## src/hw/rtl/pp2rgb_pkg.sv

```systemverilog
// Shared types and constants for the packed pixel to RGB24 converter.
// No dependencies; imported by every module of the block.
`default_nettype none

package pp2rgb_pkg;

  localparam int CFG_IDX_W  = 1;
  localparam int CFG_DATA_W = 2;

  typedef enum logic [CFG_IDX_W-1:0] {
    REG_PIXEL_MODE,
    REG_BGR_SWAP
  } reg_idx_t;

  typedef enum logic [1:0] {
    MODE_YUYV,
    MODE_RGB555,
    MODE_RGB565,
    MODE_RGB24
  } mode_t;

  // BT.601 chroma coefficients, scaled by 1000
  localparam int K_RV = 1402;
  localparam int K_GU = 344;
  localparam int K_GV = 714;
  localparam int K_BU = 1772;

  localparam int PROD_W = 18;   // 1772 * 127 fits in 18 bits
  // floor(p / 1000) == (p * RECIP_1000) >> RECIP_SHIFT for all p < 2**18
  localparam int RECIP_SHIFT = 28;
  localparam int RECIP_1000  = 268436;
  localparam int RECIP_W     = 19;
  localparam int WIDE_W      = PROD_W + RECIP_W;

  // item as it enters the pipeline, with the mode it was taken under
  typedef struct packed {
    logic [7:0] b0;
    logic [7:0] b1;
    logic [7:0] b2;
    logic [7:0] b3;
    logic       fend;
    mode_t      mode;
    logic       swap;
  } src_t;

  // signed chroma offsets for red, green (subtracted) and blue
  typedef struct packed {
    logic signed [8:0] dr;
    logic signed [8:0] dg;
    logic signed [8:0] db;
  } off_t;

  typedef struct packed {
    logic [7:0] r;
    logic [7:0] g;
    logic [7:0] b;
  } rgb_t;

  // one or two finished pixels of an item
  typedef struct packed {
    rgb_t px0;
    rgb_t px1;
    logic two;
    logic fend;
  } pair_t;

endpackage

`default_nettype wire

```

## src/hw/rtl/pp2rgb_chroma_scale.sv

```systemverilog
// Three-stage chroma path: centre/saturate, coefficient products, divide by 1000.
// Depends on pp2rgb_pkg.
`default_nettype none

module pp2rgb_chroma_scale (
  input  wire logic               clk,
  input  wire logic               rst,
  input  wire logic               in_valid,
  output logic                    in_ready,
  input  wire pp2rgb_pkg::src_t   in_src,
  output logic                    out_valid,
  input  wire logic               out_ready,
  output pp2rgb_pkg::src_t        out_src,
  output pp2rgb_pkg::off_t        out_off
);
  import pp2rgb_pkg::*;

  logic              v1, v2, v3;
  logic              ready1, ready2, ready3;
  src_t              src1, src2, src3;
  logic              neg_u1, neg_v1, neg_u2, neg_v2;
  logic [6:0]        mag_u1, mag_v1;
  logic [6:0]        mag_u_next, mag_v_next;
  logic [PROD_W-1:0] pr2, pgu2, pgv2, pb2;
  logic [7:0]        qr, qgu, qgv, qb;
  logic signed [9:0] sr, sgu, sgv, sb, sg;
  off_t              off3;

  assign ready3   = !v3 || out_ready;
  assign ready2   = !v2 || ready3;
  assign ready1   = !v1 || ready2;
  assign in_ready = ready1;

  // magnitude of byte - 128, saturated to 127
  always_comb begin
    if (in_src.b1[7]) mag_u_next = in_src.b1[6:0];
    else if (in_src.b1 == 8'd0) mag_u_next = 7'd127;
    else mag_u_next = 7'(8'd128 - in_src.b1);
    if (in_src.b3[7]) mag_v_next = in_src.b3[6:0];
    else if (in_src.b3 == 8'd0) mag_v_next = 7'd127;
    else mag_v_next = 7'(8'd128 - in_src.b3);
  end

  function automatic logic [7:0] div1000(input logic [PROD_W-1:0] p);
    logic [WIDE_W-1:0] w;
    w = WIDE_W'(p) * WIDE_W'(RECIP_1000);
    return 8'(w >> RECIP_SHIFT);
  endfunction

  assign qr  = div1000(pr2);
  assign qgu = div1000(pgu2);
  assign qgv = div1000(pgv2);
  assign qb  = div1000(pb2);

  always_comb begin
    sr  = neg_v2 ? -$signed({2'b00, qr})  : $signed({2'b00, qr});
    sgu = neg_u2 ? -$signed({2'b00, qgu}) : $signed({2'b00, qgu});
    sgv = neg_v2 ? -$signed({2'b00, qgv}) : $signed({2'b00, qgv});
    sb  = neg_u2 ? -$signed({2'b00, qb})  : $signed({2'b00, qb});
    sg  = sgu + sgv;
  end

  always_ff @(posedge clk) begin
    if (rst) begin
      v1 <= 1'b0;
      v2 <= 1'b0;
      v3 <= 1'b0;
    end else begin
      if (ready1) v1 <= in_valid;
      if (ready2) v2 <= v1;
      if (ready3) v3 <= v2;
    end
  end

  always_ff @(posedge clk) begin
    if (ready1) begin
      src1   <= in_src;
      neg_u1 <= !in_src.b1[7];
      neg_v1 <= !in_src.b3[7];
      mag_u1 <= mag_u_next;
      mag_v1 <= mag_v_next;
    end
    if (ready2) begin
      src2   <= src1;
      neg_u2 <= neg_u1;
      neg_v2 <= neg_v1;
      pr2    <= PROD_W'(mag_v1) * PROD_W'(K_RV);
      pgu2   <= PROD_W'(mag_u1) * PROD_W'(K_GU);
      pgv2   <= PROD_W'(mag_v1) * PROD_W'(K_GV);
      pb2    <= PROD_W'(mag_u1) * PROD_W'(K_BU);
    end
    if (ready3) begin
      src3    <= src2;
      off3.dr <= sr[8:0];
      off3.dg <= sg[8:0];
      off3.db <= sb[8:0];
    end
  end

  assign out_valid = v3;
  assign out_src   = src3;
  assign out_off   = off3;

endmodule

`default_nettype wire

```

## src/hw/rtl/pp2rgb_pixel_form.sv

```systemverilog
// Pixel stage: luma plus offsets with clamping, RGB555/565 expansion, RGB24 pass.
// Depends on pp2rgb_pkg.
`default_nettype none

module pp2rgb_pixel_form (
  input  wire logic               clk,
  input  wire logic               rst,
  input  wire logic               in_valid,
  output logic                    in_ready,
  input  wire pp2rgb_pkg::src_t   in_src,
  input  wire pp2rgb_pkg::off_t   in_off,
  output logic                    out_valid,
  input  wire logic               out_ready,
  output pp2rgb_pkg::pair_t       out_pair
);
  import pp2rgb_pkg::*;

  logic  v4;
  pair_t pair4, pair_next;

  function automatic logic [7:0] clamp_add(input logic [7:0] y, input logic signed [8:0] d,
                                           input logic sub);
    logic signed [9:0] s;
    s = sub ? $signed({2'b00, y}) - 10'(d) : $signed({2'b00, y}) + 10'(d);
    if (s < 0) return 8'd0;
    else if (s > 10'sd255) return 8'd255;
    else return s[7:0];
  endfunction

  always_comb begin
    pair_next      = '0;
    pair_next.fend = in_src.fend;
    case (in_src.mode)
      MODE_YUYV: begin
        pair_next.two   = 1'b1;
        pair_next.px0.r = clamp_add(in_src.b0, in_off.dr, 1'b0);
        pair_next.px0.g = clamp_add(in_src.b0, in_off.dg, 1'b1);
        pair_next.px0.b = clamp_add(in_src.b0, in_off.db, 1'b0);
        pair_next.px1.r = clamp_add(in_src.b2, in_off.dr, 1'b0);
        pair_next.px1.g = clamp_add(in_src.b2, in_off.dg, 1'b1);
        pair_next.px1.b = clamp_add(in_src.b2, in_off.db, 1'b0);
      end
      MODE_RGB555: begin
        pair_next.px0.b = {in_src.b0[4:0], 3'b000};
        pair_next.px0.g = {in_src.b1[1:0], in_src.b0[7:5], 3'b000};
        pair_next.px0.r = {in_src.b1[6:2], 3'b000};
      end
      MODE_RGB565: begin
        pair_next.px0.b = {in_src.b0[4:0], 3'b000};
        pair_next.px0.g = {in_src.b1[2:0], in_src.b0[7:5], 2'b00};
        pair_next.px0.r = {in_src.b1[7:3], 3'b000};
      end
      MODE_RGB24: begin
        pair_next.px0.g = in_src.b1;
        pair_next.px0.r = in_src.swap ? in_src.b2 : in_src.b0;
        pair_next.px0.b = in_src.swap ? in_src.b0 : in_src.b2;
      end
      default: pair_next = '0;
    endcase
  end

  assign in_ready = !v4 || out_ready;

  always_ff @(posedge clk) begin
    if (rst) begin
      v4 <= 1'b0;
    end else if (in_ready) begin
      v4 <= in_valid;
    end
  end

  always_ff @(posedge clk) begin
    if (in_ready) pair4 <= pair_next;
  end

  assign out_valid = v4;
  assign out_pair  = pair4;

endmodule

`default_nettype wire

```

## src/hw/rtl/pp2rgb_serializer.sv

```systemverilog
// Output register: sends one or two pixels of an item, one pixel per handshake.
// Depends on pp2rgb_pkg.
`default_nettype none

module pp2rgb_serializer (
  input  wire logic               clk,
  input  wire logic               rst,
  input  wire logic               in_valid,
  output logic                    in_ready,
  input  wire pp2rgb_pkg::pair_t  in_pair,
  output logic                    out_valid,
  input  wire logic               out_ready,
  output pp2rgb_pkg::rgb_t        out_pixel,
  output logic                    out_last_run,
  output logic                    out_fend
);
  import pp2rgb_pkg::*;

  logic  full;
  logic  phase;    // first pixel of a two-pixel item already sent
  pair_t pair_q;
  logic  first_beat;
  logic  done;

  assign first_beat   = pair_q.two && !phase;
  assign out_valid    = full;
  assign out_pixel    = (pair_q.two && phase) ? pair_q.px1 : pair_q.px0;
  assign out_last_run = !first_beat;
  assign out_fend     = !first_beat && pair_q.fend;
  assign done         = full && out_ready && !first_beat;
  assign in_ready     = !full || done;

  always_ff @(posedge clk) begin
    if (rst) begin
      full  <= 1'b0;
      phase <= 1'b0;
    end else if (in_ready) begin
      full  <= in_valid;
      phase <= 1'b0;
    end else if (full && out_ready) begin
      phase <= 1'b1;
    end
  end

  always_ff @(posedge clk) begin
    if (in_ready && in_valid) pair_q <= in_pair;
  end

`ifndef SYNTH
  a_phase_only_two : assert property (@(posedge clk) disable iff (rst)
    phase |-> (full && pair_q.two))
    else $error("second-pixel phase without a two-pixel item");

  a_second_follows : assert property (@(posedge clk) disable iff (rst)
    (full && first_beat && out_ready) |=> (full && phase))
    else $error("second pixel did not follow the first");

  a_drain : assert property (@(posedge clk) disable iff (rst)
    (done && !in_valid) |=> !full)
    else $error("item still held after its last pixel");

  a_new_item_fresh : assert property (@(posedge clk) disable iff (rst)
    (in_ready && in_valid) |=> (full && !phase))
    else $error("new item did not start at its first pixel");
`endif

endmodule

`default_nettype wire

```

## src/hw/rtl/packed_pixel_to_rgb24_converter_core.sv

```systemverilog
// Top level of the packed pixel to RGB24 converter.
// Depends on pp2rgb_pkg, pp2rgb_chroma_scale, pp2rgb_pixel_form, pp2rgb_serializer.
//
// Usage:
//   s_* carries one source item per handshake (four bytes in tdata, frame end in
//   tlast). m_* carries one RGB24 pixel per handshake. YUYV items give two
//   pixels, other modes one. The cfg port writes pixel_mode (index 0) and
//   bgr_swap (index 1); write it only while the block is idle.
// Pipeline: an accepted item passes four pipeline registers and the output register
//   before its first pixel is presented.
// Throughput: one item per cycle in RGB modes while m_tready stays high; in YUYV
//   mode each item gives two pixels to the single-pixel output channel, which limits the item rate.
// Reset: rst clears all valid bits and sets pixel_mode to YUYV, bgr_swap to 0.
// Stall: when m_tready is low, each pipeline register fills in turn and
//   s_tready drops once all are full; nothing is dropped or repeated.
`default_nettype none

module packed_pixel_to_rgb24_converter_core (
  input  wire logic                                clk,
  input  wire logic                                rst,
  input  wire logic                                cfg_we,
  input  wire logic [pp2rgb_pkg::CFG_IDX_W-1:0]    cfg_index,
  input  wire logic [pp2rgb_pkg::CFG_DATA_W-1:0]   cfg_data,
  input  wire logic                                s_tvalid,
  output logic                                     s_tready,
  input  wire logic [31:0]                         s_tdata,  // byte_zero..byte_three
  input  wire logic                                s_tlast,  // frame_end_in
  output logic                                     m_tvalid,
  input  wire logic                                m_tready,
  output logic [23:0]                              m_tdata,  // red, green, blue
  output logic                                     m_tuser,  // last_of_run
  output logic                                     m_tlast   // frame_end_out
);
  import pp2rgb_pkg::*;

  mode_t pixel_mode;
  logic  bgr_swap;

  src_t  in_src, cs_src;
  off_t  cs_off;
  pair_t pf_pair;
  rgb_t  px;
  logic  cs_valid, cs_ready, pf_valid, pf_ready;

  always_ff @(posedge clk) begin
    if (rst) begin
      pixel_mode <= MODE_YUYV;
      bgr_swap   <= 1'b0;
    end else if (cfg_we) begin
      case (reg_idx_t'(cfg_index))
        REG_PIXEL_MODE: pixel_mode <= mode_t'(cfg_data[1:0]);
        REG_BGR_SWAP:   bgr_swap   <= cfg_data[0];
        default: ;
      endcase
    end
  end

  always_comb begin
    in_src.b0   = s_tdata[7:0];
    in_src.b1   = s_tdata[15:8];
    in_src.b2   = s_tdata[23:16];
    in_src.b3   = s_tdata[31:24];
    in_src.fend = s_tlast;
    in_src.mode = pixel_mode;
    in_src.swap = bgr_swap;
  end

  pp2rgb_chroma_scale u_chroma (
    .clk       (clk),
    .rst       (rst),
    .in_valid  (s_tvalid),
    .in_ready  (s_tready),
    .in_src    (in_src),
    .out_valid (cs_valid),
    .out_ready (cs_ready),
    .out_src   (cs_src),
    .out_off   (cs_off)
  );

  pp2rgb_pixel_form u_form (
    .clk       (clk),
    .rst       (rst),
    .in_valid  (cs_valid),
    .in_ready  (cs_ready),
    .in_src    (cs_src),
    .in_off    (cs_off),
    .out_valid (pf_valid),
    .out_ready (pf_ready),
    .out_pair  (pf_pair)
  );

  pp2rgb_serializer u_ser (
    .clk          (clk),
    .rst          (rst),
    .in_valid     (pf_valid),
    .in_ready     (pf_ready),
    .in_pair      (pf_pair),
    .out_valid    (m_tvalid),
    .out_ready    (m_tready),
    .out_pixel    (px),
    .out_last_run (m_tuser),
    .out_fend     (m_tlast)
  );

  assign m_tdata = {px.b, px.g, px.r};

endmodule

`default_nettype wire

```

## config.mk

```make
export PLATFORM = sky130hd
export DESIGN_NAME = packed_pixel_to_rgb24_converter_core
export DESIGN_NICKNAME = d
export VERILOG_FILES = /design/src/hw/rtl/pp2rgb_pkg.sv /design/src/hw/rtl/pp2rgb_chroma_scale.sv /design/src/hw/rtl/pp2rgb_pixel_form.sv /design/src/hw/rtl/pp2rgb_serializer.sv /design/src/hw/rtl/packed_pixel_to_rgb24_converter_core.sv
export SDC_FILE = /design/constraint.sdc
export NUM_CORES = 1
export LEC_CHECK = 0
export BUFFER_PORTS_ARGS = -buffer_cell sky130_fd_sc_hd__buf_2
export CAP_MARGIN = 20
export CORE_ASPECT_RATIO = 1.4
export CORE_MARGIN = 2
export CORE_UTILIZATION = 35
export DETAILED_ROUTE_END_ITERATION = 8
export PLACE_DENSITY = 0.54
export SLEW_MARGIN = 5
export SYNTH_ARGS = -nofsm -noshare
export SYNTH_HDL_FRONTEND = slang
export SYNTH_SLANG_ARGS = --single-unit
```

## constraint.sdc

```tcl
create_clock -name clk -period 8.37 [get_ports clk]
set_input_delay 1.2555 -clock clk [delete_from_list [all_inputs] [get_ports clk]]
set_output_delay 1.2555 -clock clk [all_outputs]
set_load 0.02 [all_outputs]
```

==> results of run 1 <==
## Yosys cell counts, types with 7 or more instances
| cell | n | share of area |
|---|---|---|
| nor3_1 | 23 | 0.0039 |
| a21oi_1 | 103 | 0.017 |
| a211oi_1 | 9 | 0.0023 |
| a22oi_1 | 10 | 0.0025 |
| and3_1 | 7 | 0.0015 |
| o211ai_1 | 14 | 0.0035 |
| inv_1 | 532 | 0.067 |
| xor2_1 | 29 | 0.0086 |
| nor4_1 | 9 | 0.0019 |
| ha_1 | 679 | 0.29 |
| nand2b_1 | 11 | 0.0023 |
| edfxtp_1 | 285 | 0.29 |
| fa_1 | 207 | 0.14 |
| nand4_1 | 19 | 0.0040 |
| nor2b_1 | 19 | 0.0040 |
| nand2_1 | 85 | 0.011 |
| and2_1 | 10 | 0.0021 |
| nor2_1 | 126 | 0.016 |
| xnor2_1 | 101 | 0.030 |
| o22ai_1 | 11 | 0.0023 |
| mux2_2 | 29 | 0.011 |
| mux2i_1 | 20 | 0.0067 |
| o21a_1 | 20 | 0.0051 |
| nand3_1 | 16 | 0.0027 |
| o221ai_1 | 10 | 0.0030 |
| a21o_1 | 46 | 0.012 |
| a21boi_0 | 11 | 0.0028 |
| o21ai_0 | 68 | 0.011 |
| clkbuf_1 | 27 | 0.0034 |
| o2111ai_1 | 7 | 0.0021 |
| o21bai_1 | 30 | 0.0076 |
| a31oi_1 | 7 | 0.0015 |
| dfxtp_1 | 9 | 0.0061 |
| or3_1 | 9 | 0.0019 |
## flip-flops by register name (all words and copies together) (netlist names)
register,cells
bgr_swap,1
pixel_mode,2
u_chroma.mag_u1,7
u_chroma.mag_v1,7
u_chroma.neg_u1,1
u_chroma.neg_u2,1
u_chroma.neg_v1,1
u_chroma.neg_v2,1
u_chroma.out_off,27
u_chroma.out_src,28
u_chroma.out_valid,1
u_chroma.pb2,13
u_chroma.pgu2,13
u_chroma.pgv2,13
u_chroma.pr2,17
u_chroma.src1,28
u_chroma.src2,28
u_chroma.v1,1
u_chroma.v2,1
u_form.out_pair,50
u_form.out_valid,1
u_ser.out_valid,1
u_ser.pair_q,50
u_ser.phase,1
## per-stage QoR
step / util / worst slack (ns) / std cells / instance area [um2] / hold WS, ns
finish: 0.385 / 0.862 / 3883 / 32400 / 0.401
global route: 0.385 / 0.395 / 3883 / 32400 / 0.400
CTS: 0.385 / 0.861 / 3882 / 32400 / 0.401
detailed placement: 0.372 / 0.885 / 3827 / 31300 / 0.405
global placement: 0.372 / 1.02 / 3827 / 31300 / 0.403
floorplan: - / 1.40 / 2694 / 29700 / 0.400
## metal layers
layer | share of wire | GRT usage | vias up
li1 | - | - | 9489
met1 | 0.40 | 0.161 | 9195
met2 | 0.53 | 0.283 | 301
met3 | 0.029 | 0.0144 | 118
met4 | 0.035 | 0.0528 | 2
met5 | 0.00018 | 0 | -
## worst reg2reg max path, stage by stage (launching register included)
cell	delay, ns
edfxtp_1	0.54
ha_1	0.27
fa_1	0.49
inv_1	0.06
fa_1	0.50
inv_1	0.06
fa_1	0.57
fa_1	0.43
ha_1	0.31
ha_1	0.31
nand4_1	0.15
nor4_1	0.35
o21ai_0	0.12
o21ai_0	0.18
a21o_1	0.23
mux2i_1	0.52
nand2_1	0.13
xnor2_1	0.16
ha_1	0.35
a21o_1	0.19
a21oi_1	0.22
o21bai_1	0.10
a21oi_1	0.21
o21bai_1	0.09
a21oi_1	0.24
o211ai_1	0.13
o221ai_1	0.26
xor2_1	0.10
## worst max-delay path by stage
| stage | endpoint | slack [ns] |
|---|---|---|
| after floorplan | s_tready | 1.40 |
| after global placement | u_chroma.out_off[17]$_DFFE_PP_ | 1.02 |
| after detailed placement | u_chroma.out_off[17]$_DFFE_PP_ | 0.88 |
| after CTS | u_chroma.out_off[17]$_DFFE_PP_ | 0.86 |
| after global routing | u_chroma.out_off[17]$_DFFE_PP_ | 0.40 |
| final | u_chroma.out_off[17]$_DFFE_PP_ | 0.86 |
## final cells by class
cell class	instances	share of cell area
repair buffers	75	0.0125
clock buffers	37	0.0255
well taps	1088	0.0420
multi-input cells	1839	0.582
inverters	532	0.0616
clock inverters	18	0.00672
flip-flops and latches	294	0.270
## cells by family after synthesis
family / Yosys count / share of synthesized area
AOI/OAI and AO/OA: 412 / 0.0941
DFF: 294 / 0.294
and+or+nand+nor: 360 / 0.0579
muxes: 50 / 0.0183
buffers and inverters: 561 / 0.0709
adders and majority gates: 887 / 0.426
xor gates and xnor gates: 130 / 0.0384
==> impl_metrics.py, run 1 <==
metrics = {
    "setup_path": {
        "endpoint_kind": "flop",
        "startpoint": "u_chroma.pgv2[16]$_DFFE_PP_",
        "ff2ff_path_depth": 27,
        "slowest_delay_ns": 0.57,
        "worst_path_dominant_cell_family": "adder cells",
        "r2r_slack_ns": 0.86,
        "r2r_start": "u_chroma.pgv2[16]$_DFFE_PP_",
        "rr_endpoint": "u_chroma.out_off[17]$_DFFE_PP_",
        "critical_path_class": "flop to flop",
        "critPathArrivalTime_ns": 7.83,
        "cp.required_ns": 8.69,
        "crit_buf_inv": 2,
        "cp_max_fo": 7,
        "cp.depth": 27,
        "worstSetupStartpointType": "flop",
        "crit_slowest_cell": "fa_1",
    },
    "synth": {
        "synth.cell_area_um2": 29700,
        "synthArstFlopShare": 0,
        "ys_warn_count": 0,
        "postSynthCellCount": 2694,
        "synth_edf_count": 285,
        "ys_seq_elements": 294,
        "syn_nets": 3621,
        "synth_cell_types": 80,
        "yosys_most_used_dff": "edfxtp_1",
        "ys_seq_area_frac": 0.294,
        "syn_avg_cell_area_um2": 11.0,
    },
    "drt": {
        "drt_first_pass_iters": 4,
        "drc": 0,
        "via_per_inst": 4.92,
        "vias": 19100,
        "drt_iter0_markers": 741,
        "ant_nets": 0,
        "wirelength_mm": 61.5,
        "avgRoutedWirePerCell_um": 15.8,
    },
    "timing": {
        "skew_ns": 0.0287,
        "grt_setup_unrepaired": "no",
        "setup_viol_count_final": 0,
        "fin_tns_setup_ns": 0,
        "slew_violations": 0,
        "fmax_ghz": 0.133,
        "worstMarginPinSlew_ns": 1.01,
        "slew_headroom": 0.326,
        "final_hold_viol_count": 0,
        "fin_crit_sh": 0.897,
        "finalCriticalPeriod_ns": 7.51,
    },
    "placement": {
        "dp_hpwl_mm": 51.6,
        "io_buffers": 68,
        "place_congestion": 0.861,
    },
    "finish": {
        "multi_input_area_um2": 18900,
        "fin_nets": 3699,
        "drive_above_1_share": 0.0648,
        "regArea_um2": 8740,
        "n_antenna_cell": 0,
        "area_growth_pct": 9.15,
        "mostFrequentLayoutCells": "ha_1 (679), inv_1 (532), edfxtp_1 (285)",
        "fillCellCount": 8247,
        "final_common_cell": "ha_1",
    },
    "grt": {
        "antenna_found_initial": 2,
        "grtUsageTotal": 0.145,
        "first_global_vias": 20800,
        "overflow": 0,
        "grt_pass1_wl_mm": 103,
        "grt_max_degree": 69,
    },
    "floorplanning": {
        "chipWidth_um": 250,
        "design.core.area_um2": 84200,
        "die_area_um2": 87200,
        "fp-row-count": 126,
        "initial_core_util": 0.353,
        "fp.dieH_um": 349,
        "num_io_pins": 69,
    },
    "clock_tree": {
        "post_cts_buffers": 0,
        "cts_inserted_buffers": 30,
        "clock-sinks": 294,
        "clock-root-buffer": "clkbuf_16",
        "clk_latency_ns": 0.61,
        "path_clk_slew_ns": 0.06,
        "cts_max_path_buffers": 3,
        "hold_buffers": 0,
        "cts_max_level": 1,
        "ctsResizeCount": 0,
        "cts_tree": "yes",
    },
    "worst_hold_path": {
        "hp-start": "u_form.out_pair[38]$_DFFE_PP_",
        "hp-class": "flop to flop",
        "min_to": "u_ser.pair_q[38]$_DFFE_PP_",
        "holdPathStages": 0,
    },
    "job": {
        "maxCapViolCount": 0,
    },
    "outcome": {
        "status": "completed",
    },
}
Power of run 1 is left out: the tool's default activity adds up to more than one toggle a clock period on the data nets, which glitch-free logic cannot reach.
==> run 2, diff against run 1 <==
PLACE_DENSITY = 0.47   (was 0.54)
SYNTH_HIERARCHICAL = 1   (was default)
==> run 2 against run 1 <==
  * Wire length grew 9.6%
  * Synthesized cell count up 2.3%
  * Via count is 2.6% higher
  * Non-clock buffer count up 2
  * Core utilization rose by 0.14 points
==> impl_metrics.py, run 2 <==
metrics = {
    "timing": {
        "setup_viol_count_final": 0,
        "worstMarginPinSlew_ns": 1.04,
        "fmax_ghz": 0.136,
        "finalCriticalPeriod_ns": 7.35,
        "fin_tns_setup_ns": 0,
        "skew_ns": 0.0212,
        "hold_slack_ns": 0.411,
        "fin_crit_sh": 0.879,
        "slew_headroom": 0.308,
        "grt_setup_unrepaired": "no",
        "slew_violations": 0,
        "final_hold_viol_count": 0,
    },
    "setup_path": {
        "cp_common_cell": "fa_1",
        "crit_slowest_cell": "edfxtp_1",
        "cp_max_fo": 10,
        "critPathArrivalTime_ns": 7.65,
        "worstSetupStartpointType": "flop",
        "slowest_delay_ns": 0.58,
        "critical_path_class": "flop to flop",
        "endpoint_kind": "flop",
        "cp.required_ns": 8.66,
    },
    "drt": {
        "top_layer": "met4",
        "via_per_inst": 4.95,
        "wl_met2_mm": 35.8,
        "met1Wirelength_mm": 27.7,
        "drc": 0,
        "ant_nets": 0,
        "wl_met3_mm": 1.63,
        "drt_iter0_markers": 756,
        "avgRoutedWirePerCell_um": 17.0,
        "drt_first_pass_iters": 6,
        "wirelength_mm": 67.5,
        "vias": 19600,
    },
    "placement": {
        "place_congestion": 0.872,
        "post-place-cells": 3899,
        "io_buffers": 68,
        "dp_hpwl_mm": 56.8,
        "placed_area_um2": 31900,
    },
    "clock_tree": {
        "clock-sinks": 294,
        "clock-root-buffer": "clkbuf_16",
        "cts_max_level": 2,
        "cts_inserted_buffers": 35,
        "path_clk_slew_ns": 0.06,
        "clk_latency_ns": 0.56,
        "cts_max_path_buffers": 3,
        "hold_buffers": 0,
        "post_cts_buffers": 0,
        "ctsResizeCount": 0,
        "cts_tree": "yes",
    },
    "synth": {
        "syn_avg_cell_area_um2": 11.0,
        "synth.cell_area_um2": 30200,
        "ys_warn_count": 6,
        "postSynthCellCount": 2756,
        "syn_nets": 3685,
    },
    "grt": {
        "antenna_found_initial": 2,
        "grt_max_degree": 56,
        "grt_pass1_wl_mm": 110,
        "grtUsageTotal": 0.156,
        "first_global_vias": 21200,
        "overflow": 0,
    },
    "floorplanning": {
        "die_area_um2": 88700,
        "initial_core_util": 0.353,
        "num_io_pins": 69,
        "fp-row-count": 127,
        "fp.dieH_um": 352,
        "design.core.area_um2": 85600,
        "chipWidth_um": 252,
    },
    "job": {
        "maxCapViolCount": 0,
    },
    "finish": {
        "drive_above_1_share": 0.0642,
        "stdcell_count": 3964,
        "area_growth_pct": 9.49,
        "mostFrequentLayoutCells": "ha_1 (681), inv_1 (514), edfxtp_1 (285)",
        "n_antenna_cell": 0,
        "fillCellCount": 8263,
        "final_common_cell": "ha_1",
        "fin_nets": 3770,
        "design_area_um2": 33100,
    },
    "worst_hold_path": {
        "hp-class": "flop to flop",
    },
    "outcome": {
        "status": "completed",
    },
}
==> run 2: worst max-delay path: cells and delay by family (launching register included) <==
| kind | cells | cell delay (ns) |
|---|---|---|
| compound gates | 9 | 1.57 |
| xor+xnor | 2 | 0.29 |
| fa+ha+maj | 9 | 3.55 |
| buf+inv | 3 | 0.21 |
| flops | 1 | 0.58 |
| simple gates | 5 | 0.85 |
==> run 2: final timing paths <==
check	from	end	slack, ns	cells past startpoint
setup / recovery	u_chroma/pgv2[16]$_DFFE_PP_	u_chroma/out_off[17]$_DFFE_PP_	1.02	28
hold / removal	u_form/out_pair[10]$_SDFFCE_PP0P_	u_ser/pair_q[10]$_DFFE_PP_	0.41	0
setup reg to reg	u_chroma/pgv2[16]$_DFFE_PP_	u_chroma/out_off[17]$_DFFE_PP_	1.02	28
hold reg to reg	u_form/out_pair[10]$_SDFFCE_PP0P_	u_ser/pair_q[10]$_DFFE_PP_	0.41	0
==> run 2: through the flow <==
step                 util  setup WS (ns)
floorplan               -           1.73
global placement    0.372           1.25
detailed placement  0.372           1.04
CTS                 0.386           1.01
global route        0.386          0.406
finish              0.386           1.02
==> run 2: cell type report <==
| class | instances | area (um2) | area share |
|---|---|---|---|
| inverter | 516 | 1940 | 0.0586 |
| tap | 1096 | 1370 | 0.0415 |
| multi-input combinational | 1917 | 19400 | 0.587 |
| clock inverter | 25 | 298 | 0.00900 |
| timing repair buffer | 77 | 420 | 0.0127 |
| clock buffer | 39 | 912 | 0.0276 |
| sequential | 294 | 8740 | 0.264 |
==> run 2: layer usage <==
layer  vias to the layer above  global-route usage
met3                       107              0.0187
met4                         0              0.0555
li1                       9797                   -
met2                       238               0.301
met1                      9464               0.175
met5                         -                   0
Power of run 2 is left out for the same reason.
